===== src/sv/deq_pkg.sv =====
// ---------------------------------------------------------------------------
// deq_pkg
// Shared types and constants for the double-ended queue unit.
// ---------------------------------------------------------------------------
`default_nettype none

package deq_pkg;

    localparam int CAPACITY_DEF   = 16;
    localparam int DATA_WIDTH_DEF = 32;

    localparam int VALUE_W   = 32;
    localparam int INDEX_W   = 4;
    localparam int OP_W      = 3;
    localparam int STATUS_W  = 2;
    localparam int S_TDATA_W = ((VALUE_W + INDEX_W + 7) / 8) * 8;

    typedef enum logic [OP_W-1:0] {
        OP_PUSH_BACK  = 3'd0,
        OP_PUSH_FRONT = 3'd1,
        OP_POP_BACK   = 3'd2,
        OP_POP_FRONT  = 3'd3,
        OP_READ_AT    = 3'd4,
        OP_DELETE_AT  = 3'd5
    } t_op;

    typedef enum logic [STATUS_W-1:0] {
        ST_OK        = 2'd0,
        ST_FULL      = 2'd1,
        ST_EMPTY     = 2'd2,
        ST_BAD_INDEX = 2'd3
    } t_status;

    // read port address source
    typedef enum logic [2:0] {
        RD_NONE  = 3'd0,
        RD_BACK  = 3'd1,
        RD_FRONT = 3'd2,
        RD_INDEX = 3'd3,
        RD_NEXT  = 3'd4
    } t_rd_sel;

    // result data source
    typedef enum logic [1:0] {
        OUT_ZERO = 2'd0,
        OUT_RD   = 2'd1,
        OUT_HELD = 2'd2
    } t_out_sel;

    typedef struct packed {
        logic     capture;
        logic     push_back;
        logic     push_front;
        logic     pop_back;
        logic     pop_front;
        t_rd_sel  rd_sel;
        logic     shift_wr;
        logic     dec_fill;
        logic     hold_data;
        logic     out_load;
        t_out_sel out_sel;
        t_status  out_status;
    } t_dp_cmd;

    typedef struct packed {
        logic full;
        logic empty;
        logic idx_bad;
        logic cur_at_fill;
    } t_dp_stat;

endpackage

`default_nettype wire


===== src/sv/deq_dp.sv =====
// ---------------------------------------------------------------------------
// deq_dp
// Datapath: ring storage, head and fill pointers, shift cursor, result regs.
// ---------------------------------------------------------------------------
`default_nettype none

module deq_dp #(
    parameter int  CAPACITY   = deq_pkg::CAPACITY_DEF,
    parameter int  DATA_WIDTH = deq_pkg::DATA_WIDTH_DEF,
    localparam int CNT_W      = $clog2(CAPACITY + 1)
) (
    input  wire logic                         i_clk,
    input  wire logic                         i_rst_n,
    input  wire deq_pkg::t_dp_cmd             i_cmd,
    input  wire logic [deq_pkg::VALUE_W-1:0]  i_value,
    input  wire logic [deq_pkg::INDEX_W-1:0]  i_index,
    output deq_pkg::t_dp_stat                 o_stat,
    output logic [deq_pkg::VALUE_W-1:0]       o_data,
    output logic [CNT_W-1:0]                  o_count,
    output deq_pkg::t_status                  o_status
);

    localparam int ADDR_W = $clog2(CAPACITY);
    localparam int CMP_W  = (CNT_W > deq_pkg::INDEX_W) ? CNT_W : deq_pkg::INDEX_W;

    logic [DATA_WIDTH-1:0] mem [CAPACITY];

    logic [ADDR_W-1:0]     r_head;
    logic [CNT_W-1:0]      r_fill;
    logic [CNT_W-1:0]      r_cur;
    logic [ADDR_W-1:0]     r_rd_pos;
    logic [ADDR_W-1:0]     r_prev;
    logic [DATA_WIDTH-1:0] r_rd_q;
    logic [DATA_WIDTH-1:0] r_held;
    logic [DATA_WIDTH-1:0] r_out_data;
    logic [CNT_W-1:0]      r_out_count;
    deq_pkg::t_status      r_out_status;

    logic [ADDR_W-1:0]     n_head;
    logic [CNT_W-1:0]      n_fill;

    logic [DATA_WIDTH-1:0] w_val;
    logic [CMP_W-1:0]      w_idx_x;
    logic [ADDR_W-1:0]     w_raddr;
    logic                  w_re;
    logic [ADDR_W-1:0]     w_waddr;
    logic [DATA_WIDTH-1:0] w_wdata;
    logic                  w_we;
    logic [ADDR_W-1:0]     w_head_dec;

    // ring position of the entry at offset off from the front
    function automatic logic [ADDR_W-1:0] f_ring(input logic [ADDR_W-1:0] head,
                                                 input logic [CNT_W-1:0] off);
        logic [CNT_W:0] s;
        s = (CNT_W + 1)'(head) + (CNT_W + 1)'(off);
        if (s >= (CNT_W + 1)'(CAPACITY)) begin
            s = s - (CNT_W + 1)'(CAPACITY);
        end
        return s[ADDR_W-1:0];
    endfunction

    generate
        if (DATA_WIDTH > deq_pkg::VALUE_W) begin : g_wide
            assign w_val  = {{(DATA_WIDTH - deq_pkg::VALUE_W){1'b0}}, i_value};
            assign o_data = r_out_data[deq_pkg::VALUE_W-1:0];
        end else if (DATA_WIDTH == deq_pkg::VALUE_W) begin : g_equal
            assign w_val  = i_value;
            assign o_data = r_out_data;
        end else begin : g_narrow
            assign w_val  = i_value[DATA_WIDTH-1:0];
            assign o_data = {{(deq_pkg::VALUE_W - DATA_WIDTH){1'b0}}, r_out_data};
        end
    endgenerate

    assign w_idx_x    = CMP_W'(i_index);
    assign w_head_dec = (r_head == '0) ? ADDR_W'(CAPACITY - 1) : r_head - ADDR_W'(1);

    assign o_stat.full        = (r_fill == CNT_W'(CAPACITY));
    assign o_stat.empty       = (r_fill == '0);
    assign o_stat.idx_bad     = (w_idx_x >= CMP_W'(r_fill));
    assign o_stat.cur_at_fill = (r_cur == r_fill);

    assign o_count  = r_out_count;
    assign o_status = r_out_status;

    always_comb begin
        case (i_cmd.rd_sel)
            deq_pkg::RD_BACK:  w_raddr = f_ring(r_head, r_fill - CNT_W'(1));
            deq_pkg::RD_FRONT: w_raddr = r_head;
            deq_pkg::RD_INDEX: w_raddr = f_ring(r_head, w_idx_x[CNT_W-1:0]);
            deq_pkg::RD_NEXT:  w_raddr = f_ring(r_head, r_cur);
            default:           w_raddr = r_head;
        endcase
        w_re = (i_cmd.rd_sel != deq_pkg::RD_NONE);
    end

    always_comb begin
        w_we    = 1'b0;
        w_waddr = r_prev;
        w_wdata = r_rd_q;
        if (i_cmd.push_back) begin
            w_we    = 1'b1;
            w_waddr = f_ring(r_head, r_fill);
            w_wdata = w_val;
        end else if (i_cmd.push_front) begin
            w_we    = 1'b1;
            w_waddr = w_head_dec;
            w_wdata = w_val;
        end else if (i_cmd.shift_wr) begin
            w_we    = 1'b1;
        end
    end

    always_comb begin
        n_head = r_head;
        n_fill = r_fill;
        if (i_cmd.push_back || i_cmd.push_front) begin
            n_fill = r_fill + CNT_W'(1);
        end
        if (i_cmd.pop_back || i_cmd.pop_front || i_cmd.dec_fill) begin
            n_fill = r_fill - CNT_W'(1);
        end
        if (i_cmd.push_front) begin
            n_head = w_head_dec;
        end
        if (i_cmd.pop_front) begin
            n_head = f_ring(r_head, CNT_W'(1));
        end
    end

    always_ff @(posedge i_clk) begin
        if (!i_rst_n) begin
            r_head <= '0;
            r_fill <= '0;
        end else begin
            r_head <= n_head;
            r_fill <= n_fill;
        end
    end

    always_ff @(posedge i_clk) begin
        if (w_we) begin
            mem[w_waddr] <= w_wdata;
        end
    end

    always_ff @(posedge i_clk) begin
        if (w_re) begin
            r_rd_q   <= mem[w_raddr];
            r_rd_pos <= w_raddr;
            r_prev   <= r_rd_pos;
        end
    end

    always_ff @(posedge i_clk) begin
        if (i_cmd.capture) begin
            r_cur <= w_idx_x[CNT_W-1:0] + CNT_W'(1);
        end else if (i_cmd.rd_sel == deq_pkg::RD_NEXT) begin
            r_cur <= r_cur + CNT_W'(1);
        end
        if (i_cmd.hold_data) begin
            r_held <= r_rd_q;
        end
        if (i_cmd.out_load) begin
            case (i_cmd.out_sel)
                deq_pkg::OUT_RD:   r_out_data <= r_rd_q;
                deq_pkg::OUT_HELD: r_out_data <= r_held;
                default:           r_out_data <= '0;
            endcase
            r_out_count  <= r_fill;
            r_out_status <= i_cmd.out_status;
        end
    end

endmodule

`default_nettype wire


===== src/sv/deq_ctrl.sv =====
// ---------------------------------------------------------------------------
// deq_ctrl
// Controller: accepts one word at a time, sequences the delete shift,
// and owns the result valid flag.
// ---------------------------------------------------------------------------
`default_nettype none

module deq_ctrl (
    input  wire logic              i_clk,
    input  wire logic              i_rst_n,
    input  wire logic              i_s_tvalid,
    input  wire deq_pkg::t_op      i_op,
    input  wire logic              i_m_tready,
    input  wire deq_pkg::t_dp_stat i_stat,
    output logic                   o_s_tready,
    output logic                   o_m_tvalid,
    output deq_pkg::t_dp_cmd       o_cmd
);

    typedef enum logic [1:0] {
        S_IDLE,
        S_DEL_HEAD,
        S_SHIFT,
        S_RESP
    } t_state;

    t_state           r_state;
    t_state           n_state;
    deq_pkg::t_op     r_op;
    deq_pkg::t_status r_status;
    logic             r_out_valid;
    deq_pkg::t_status n_status;
    logic             w_accept;

    assign o_s_tready = (r_state == S_IDLE);
    assign o_m_tvalid = r_out_valid;
    assign w_accept   = (r_state == S_IDLE) && i_s_tvalid;

    always_comb begin
        case (i_op)
            deq_pkg::OP_PUSH_BACK,
            deq_pkg::OP_PUSH_FRONT:
                n_status = i_stat.full ? deq_pkg::ST_FULL : deq_pkg::ST_OK;
            deq_pkg::OP_POP_BACK,
            deq_pkg::OP_POP_FRONT:
                n_status = i_stat.empty ? deq_pkg::ST_EMPTY : deq_pkg::ST_OK;
            deq_pkg::OP_READ_AT,
            deq_pkg::OP_DELETE_AT:
                n_status = i_stat.idx_bad ? deq_pkg::ST_BAD_INDEX : deq_pkg::ST_OK;
            default:
                n_status = deq_pkg::ST_OK;
        endcase
    end

    always_comb begin
        o_cmd            = '0;
        o_cmd.rd_sel     = deq_pkg::RD_NONE;
        o_cmd.out_sel    = deq_pkg::OUT_ZERO;
        o_cmd.out_status = r_status;
        n_state          = r_state;
        case (r_state)
            S_IDLE: begin
                if (w_accept) begin
                    o_cmd.capture = 1'b1;
                    n_state       = S_RESP;
                    if (n_status == deq_pkg::ST_OK) begin
                        case (i_op)
                            deq_pkg::OP_PUSH_BACK:  o_cmd.push_back = 1'b1;
                            deq_pkg::OP_PUSH_FRONT: o_cmd.push_front = 1'b1;
                            deq_pkg::OP_POP_BACK: begin
                                o_cmd.pop_back = 1'b1;
                                o_cmd.rd_sel   = deq_pkg::RD_BACK;
                            end
                            deq_pkg::OP_POP_FRONT: begin
                                o_cmd.pop_front = 1'b1;
                                o_cmd.rd_sel    = deq_pkg::RD_FRONT;
                            end
                            deq_pkg::OP_READ_AT: o_cmd.rd_sel = deq_pkg::RD_INDEX;
                            deq_pkg::OP_DELETE_AT: begin
                                o_cmd.rd_sel = deq_pkg::RD_INDEX;
                                n_state      = S_DEL_HEAD;
                            end
                            default: ;
                        endcase
                    end
                end
            end
            S_DEL_HEAD: begin
                // keep the removed word, then walk the later entries forward
                o_cmd.hold_data = 1'b1;
                if (i_stat.cur_at_fill) begin
                    o_cmd.dec_fill = 1'b1;
                    n_state        = S_RESP;
                end else begin
                    o_cmd.rd_sel = deq_pkg::RD_NEXT;
                    n_state      = S_SHIFT;
                end
            end
            S_SHIFT: begin
                o_cmd.shift_wr = 1'b1;
                if (i_stat.cur_at_fill) begin
                    o_cmd.dec_fill = 1'b1;
                    n_state        = S_RESP;
                end else begin
                    o_cmd.rd_sel = deq_pkg::RD_NEXT;
                end
            end
            S_RESP: begin
                if (!r_out_valid || i_m_tready) begin
                    o_cmd.out_load = 1'b1;
                    n_state        = S_IDLE;
                    if (r_status == deq_pkg::ST_OK) begin
                        case (r_op)
                            deq_pkg::OP_POP_BACK,
                            deq_pkg::OP_POP_FRONT,
                            deq_pkg::OP_READ_AT:   o_cmd.out_sel = deq_pkg::OUT_RD;
                            deq_pkg::OP_DELETE_AT: o_cmd.out_sel = deq_pkg::OUT_HELD;
                            default:               o_cmd.out_sel = deq_pkg::OUT_ZERO;
                        endcase
                    end
                end
            end
            default: n_state = S_IDLE;
        endcase
    end

    always_ff @(posedge i_clk) begin
        if (!i_rst_n) begin
            r_state     <= S_IDLE;
            r_out_valid <= 1'b0;
            r_op        <= deq_pkg::OP_PUSH_BACK;
            r_status    <= deq_pkg::ST_OK;
        end else begin
            r_state <= n_state;
            if (w_accept) begin
                r_op     <= i_op;
                r_status <= n_status;
            end
            if (o_cmd.out_load) begin
                r_out_valid <= 1'b1;
            end else if (i_m_tready) begin
                r_out_valid <= 1'b0;
            end
        end
    end

endmodule

`default_nettype wire


===== src/sv/double_ended_queue_unit.sv =====
// Push, pop and read go from accept to the response state, which loads the
// result register; delete first walks each later entry forward, one per step.
// A new word is taken only in the idle state, after the result register is
// loaded, which waits on a stalled output; delete holds off input for its walk.
// Reset (i_rst_n low, synchronous): queue empty, head at slot 0, no result
// pending. Storage contents are not cleared; only written entries are read.
// ---------------------------------------------------------------------------
// double_ended_queue_unit
// Fixed-depth double-ended queue of handles in a ring, with push and pop at
// both ends, indexed read and indexed delete that closes the gap.
// ---------------------------------------------------------------------------
`default_nettype none

module double_ended_queue_unit #(
    parameter int  CAPACITY   = deq_pkg::CAPACITY_DEF,
    parameter int  DATA_WIDTH = deq_pkg::DATA_WIDTH_DEF,
    localparam int CNT_W      = $clog2(CAPACITY + 1),
    localparam int M_TDATA_W  = ((deq_pkg::VALUE_W + CNT_W + 7) / 8) * 8
) (
    input  wire logic                           i_clk,
    input  wire logic                           i_rst_n,
    // input word stream
    input  wire logic                           s_axis_tvalid,
    output logic                                s_axis_tready,
    // tdata: value[31:0], index[35:32], zero pad above
    input  wire logic [deq_pkg::S_TDATA_W-1:0]  s_axis_tdata,
    // tuser: operation[2:0]
    input  wire logic [deq_pkg::OP_W-1:0]       s_axis_tuser,
    // result word stream
    output logic                                m_axis_tvalid,
    input  wire logic                           m_axis_tready,
    // tdata: data[31:0], count[CNT_W+31:32], zero pad above
    output logic [M_TDATA_W-1:0]                m_axis_tdata,
    // tuser: status[1:0]
    output logic [deq_pkg::STATUS_W-1:0]        m_axis_tuser
);

    deq_pkg::t_dp_cmd                w_cmd;
    deq_pkg::t_dp_stat               w_stat;
    logic [deq_pkg::VALUE_W-1:0]     w_data;
    logic [CNT_W-1:0]                w_count;
    deq_pkg::t_status                w_status;

    // Controller: takes one word, issues storage reads/writes, walks the
    // delete shift and loads the result register when the output is free.
    deq_ctrl u_ctrl (
        .i_clk      (i_clk),
        .i_rst_n    (i_rst_n),
        .i_s_tvalid (s_axis_tvalid),
        .i_op       (deq_pkg::t_op'(s_axis_tuser)),
        .i_m_tready (m_axis_tready),
        .i_stat     (w_stat),
        .o_s_tready (s_axis_tready),
        .o_m_tvalid (m_axis_tvalid),
        .o_cmd      (w_cmd)
    );

    // Datapath: ring storage with one write and one registered read port,
    // head/fill pointers, and the result payload register.
    deq_dp #(
        .CAPACITY   (CAPACITY),
        .DATA_WIDTH (DATA_WIDTH)
    ) u_dp (
        .i_clk    (i_clk),
        .i_rst_n  (i_rst_n),
        .i_cmd    (w_cmd),
        .i_value  (s_axis_tdata[deq_pkg::VALUE_W-1:0]),
        .i_index  (s_axis_tdata[deq_pkg::VALUE_W+deq_pkg::INDEX_W-1:deq_pkg::VALUE_W]),
        .o_stat   (w_stat),
        .o_data   (w_data),
        .o_count  (w_count),
        .o_status (w_status)
    );

    // Pack the result word: data low, count above, zero pad on top.
    assign m_axis_tdata = M_TDATA_W'({w_count, w_data});
    assign m_axis_tuser = w_status;

`ifndef SYNTHESIS
    // The count never runs past the ring depth.
    a_count_range: assert property (@(posedge i_clk) disable iff (!i_rst_n)
        m_axis_tvalid |-> (w_count <= CNT_W'(CAPACITY)))
        else $error("result count exceeds capacity");

    // A refused or failed operation hands back no data.
    a_error_zero: assert property (@(posedge i_clk) disable iff (!i_rst_n)
        (m_axis_tvalid && (w_status != deq_pkg::ST_OK)) |-> (w_data == '0))
        else $error("error result carries nonzero data");

    // Full is only reported with the ring full, empty only with it empty.
    a_full_count: assert property (@(posedge i_clk) disable iff (!i_rst_n)
        (m_axis_tvalid && (w_status == deq_pkg::ST_FULL)) |->
            (w_count == CNT_W'(CAPACITY)))
        else $error("full status with ring not full");

    a_empty_count: assert property (@(posedge i_clk) disable iff (!i_rst_n)
        (m_axis_tvalid && (w_status == deq_pkg::ST_EMPTY)) |-> (w_count == '0))
        else $error("empty status with entries held");

    // One word in flight: an accept always drops ready for the next cycle.
    a_one_at_a_time: assert property (@(posedge i_clk) disable iff (!i_rst_n)
        (s_axis_tvalid && s_axis_tready) |=> !s_axis_tready)
        else $error("input accepted while a word is in progress");
`endif

endmodule

`default_nettype wire

===== config.mk =====
export PLATFORM = sky130hd
export DESIGN_NAME = double_ended_queue_unit
export DESIGN_NICKNAME = d
export VERILOG_FILES = /design/src/sv/deq_pkg.sv /design/src/sv/deq_dp.sv /design/src/sv/deq_ctrl.sv /design/src/sv/double_ended_queue_unit.sv
export SDC_FILE = /design/constraint.sdc
export NUM_CORES = 1
export LEC_CHECK = 0
export BUFFER_PORTS_ARGS = -buffer_cell sky130_fd_sc_hd__buf_4
export CORE_ASPECT_RATIO = 0.8
export CORE_MARGIN = 3
export CORE_UTILIZATION = 45
export CTS_CLUSTER_SIZE = 10
export DETAILED_ROUTE_END_ITERATION = 8
export PLACE_DENSITY = 0.71
export SYNTH_ARGS = -nofsm -noshare
export SYNTH_HDL_FRONTEND = slang
export SYNTH_SLANG_ARGS = --single-unit

===== constraint.sdc =====
create_clock -name i_clk -period 10.1 [get_ports i_clk]
set_clock_uncertainty 0.05 [all_clocks]
set_input_delay 1.01 -clock i_clk [delete_from_list [all_inputs] [get_ports i_clk]]
set_output_delay 1.01 -clock i_clk [all_outputs]
set_load 0.01 [all_outputs]

==> results by group <==
Drt
  • Detail-routed net length per standard cell: 22.1 µm
  • DR top layer: met4
  • Metal3 WL: 4890 µm
  • Final ANT Viol Nets: 0
  • DR vias: 15,300
  • Detailed Route WL: 59,500 µm
  • Initial DRC Count: 1,581
  • WL met2: 26,500 µm
  • First-pass DRT Iterations: 5
  • Drt drc: 0
  • Met1 wire length: 26,900 µm
  • Routed vias/inst: 5.69

Die
  • Die Wd: 280 µm
  • Die area: 0.0629 mm²
  • Core box area: 0.0587 mm²
  • Row count: 79
  • Die height: 225 µm
  • IO Pins: 91
  • Starting Density: 45.9%

STA
  • Max Fclk: 162 MHz
  • Setup TNS: 0 ns
  • Final setup fails: 0
  • Final Hold Viols: 0
  • Period utilization: 61.0%
  • Fin. max-slew vios: 0
  • Worst slew pin tran: 1.36 ns
  • Hold_ws: 0.358 ns
  • Shortest period the worst path allows: 6.16 ns
  • RSZ-0062 raised after global routing: false
  • Max-Slew Margin vs Limit: 9.22%

Clocking
  • Hold Buf Count CTS: 0
  • Clk sink count: 645
  • Worst-skew pair later-pin latency: 0.61 ns
  • CTS tree: built
  • Post_cts resized: 0
  • Num CTS Buffers: 74
  • Max Root-Sink Buffers: 3
  • H-tree depth: 3
  • Setup bufs post-CTS: 0
  • Root buffer cell: clkbuf_16
  • Clock transition at path regs: 0.06 ns

Cells and area
  • Share of cells above drive strength 1: 13.5%
  • Fin area: 0.0304 mm²
  • N_diodes: 0
  • Register area: 0.0192 mm²
  • Non-Filler Instances: 2,692
  • Nets: 1,975
  • Fill cells: 4,751
  • Multi-input gate area: 0.00702 mm²
  • Syn-to-layout area delta: 12.8%

Yosys
  • Avg Synthesized Cell Area: 14.8 µm²
  • Post-synth EDFFs: 628
  • Seq/Total Area, Yosys: 71.2%
  • Yosys warnings: 0
  • Async set-or-reset flop fraction in the synthesized netlist: 0%
  • Synth Instances: 1,826
  • Synth top area cells: edfxtp_1 70%, mux2i_1 8.4%, a21oi_1 2.0%
  • Unique cell type count in the Yosys netlist: 59
  • Post-synth top area share: 70.0%
  • Flops & latches, synth: 645
  • Largest area contributor in the netlist: edfxtp_1
  • Most used DFF post-synth: edfxtp_1
  • Area of the mapped netlist: 0.0269 mm²

Global route
  • Gr usage total: 19.0%
  • Number of global-route vias before repair: 15,200
  • Initial antenna violation count: 0
  • Largest net degree at the start of global routing: 214
  • Grt ovf: 0
  • First-pass GRT wire length: 90,500 µm

Placement
  • Post-DP Area: 0.0284 mm²
  • Post-DP HPWL: 33,100 µm
  • Port Buf Inserts: 83
  • Dpl cells: 2,594
  • GPL Wtd Cong: 0.837

Setup path
  • Crit path arrival time: 6.54 ns
  • Worst path required time: 10.48 ns
  • Startpoint Class: flop
  • Element type at the critical path end: flop
  • Critical path fanouts, max: 61
  • RR Startpoint: u_dp.r_fill[2]$_SDFFE_PN0P_
  • Critical path type: reg -> reg
  • Worst Setup SP: u_dp.r_fill[2]$_SDFFE_PN0P_

Job
  • MaxCap Viol Count: 0

Power and ir drop
  • Leakage: 10.6 nW
  • Pwr Density: 378 mW/mm²
  • Max IR drop VDD: 0.480 mV

Min path
  • Worst min-delay path class: reg -> reg
  • HP Start: u_dp.r_rd_pos[1]$_DFFE_PP_

Run status
  • Status: finished clean
critical path, stage by stage, from the launching register on:
cell      delay, ns
dfxtp_1        0.64
inv_1          0.09
ha_1           0.31
a211oi_1       0.19
o21ai_0        0.18
a21oi_1        0.38
a21oi_1        0.23
or2_2          0.34
o21ai_0        0.28
ha_1           0.21
inv_1          0.05
fa_1           0.51
mux2_4         0.45
buf_4          0.48
buf_4          0.65
a21oi_1        0.09
a221oi_1       0.36
a31oi_1        0.11
a211oi_2       0.28
where the power goes:
part           internal, mW  switching [mW]  leakage, nW
clock                  1.35           0.967        0.987
sequential             3.83           0.245         5.83
combinational          1.86            3.23         3.79
total                  7.04            4.44         10.6
through the flow:
| step | total power, mW | setup slack (ns) | utilization, % |
|---|---|---|---|
| 6_report | 11.5 | 3.94 | 51.8 |
| 5_1_grt | 12.2 | 3.38 | 51.8 |
| 4_1_cts | 11.5 | 4.01 | 51.8 |
| 3_5_place_dp | 9.17 | 3.58 | 48.3 |
| 3_3_place_gp | 9.01 | 3.73 | 48.3 |
| 2_1_floorplan | 8.00 | 5.35 | - |
flip-flops by register name, summed over array words and instances, names as in the netlist:
register           flops
u_dp.o_count           5
u_ctrl.r_status        2
u_dp.r_fill            5
u_ctrl.r_state         2
u_ctrl.o_m_tvalid      1
u_dp.r_held           32
u_dp.r_head            4
u_dp.r_rd_q           32
u_dp.o_status          2
u_dp.o_data           32
u_dp.r_rd_pos          4
u_dp.r_cur             5
u_ctrl.r_op            3
u_dp.r_prev            4
u_dp.mem             512
cell usage after synthesis, drive strengths merged, types with 5 or more instances:
library cell	instances
a31oi	34
nor3	66
ha	25
nand2	133
dfxtp	17
xor2	6
a21o	5
mux2i	227
a21boi	5
nor2b	13
nand2b	38
a21oi	110
a22oi	37
a211oi	34
inv	85
a221oi	33
xnor2	14
and2	9
nor2	67
o21ai	81
edfxtp	628
clkbuf	48
buf	67
worst paths after layout:
check                               to  slack, ns  cells after the start
max          u_dp.r_rd_q[20]$_DFFE_PP_       3.94                     18
min           u_dp.r_prev[1]$_DFFE_PP_       0.36                      0
max reg2reg  u_dp.r_rd_q[20]$_DFFE_PP_       3.94                     18
min reg2reg   u_dp.r_prev[1]$_DFFE_PP_       0.36                      0
routing by layer:
| metal | track usage (%) | vias up |
|---|---|---|
| li1 | - | 7026 |
| met1 | 27.3 | 7669 |
| met2 | 28.8 | 526 |
| met3 | 4.99 | 99 |
| met4 | 5.05 | 0 |
| met5 | 0 | - |
cell usage in the layout (no fill, tap or decap), types with 3 or more instances in the layout:
cell	count
clkbuf_1	16
a21boi_0	4
conb_1	3
nor2b_4	5
nor2_4	12
a31oi_1	34
dfxtp_1	17
nor2_1	55
a211oi_1	3
mux2i_1	226
edfxtp_1	628
and2_1	9
xor2_1	6
o21ai_0	79
o31ai_1	4
nor2b_1	8
a21oi_1	110
nor3_1	65
a22oi_1	37
xnor2_1	13
inv_1	84
nand2_1	132
a211oi_2	31
ha_1	24
a221oi_1	33
a21o_1	5
nand2b_1	38
clkinv_8	3
clkbuf_16	76
buf_4	110
kinds of logic after synthesis:
group,share of synthesized area [%]
mux,8.66
other cells,0.0139
buf+inv,3.34
compound gates,8.80
xor+xnor,0.650
fa+ha+maj,1.31
flops,71.2
simple gates,5.98
layout make-up:
type	count	share of cell area [%]
Tap cell	769	3.17
Sequential cell	645	63.2
Clock buffer	92	6.46
Clock inverter	6	0.231
Timing Repair Buffer	112	2.85
Multi-Input combinational cell	983	23.1
Inverter	85	1.05
(Power assumes the default switching activity.)
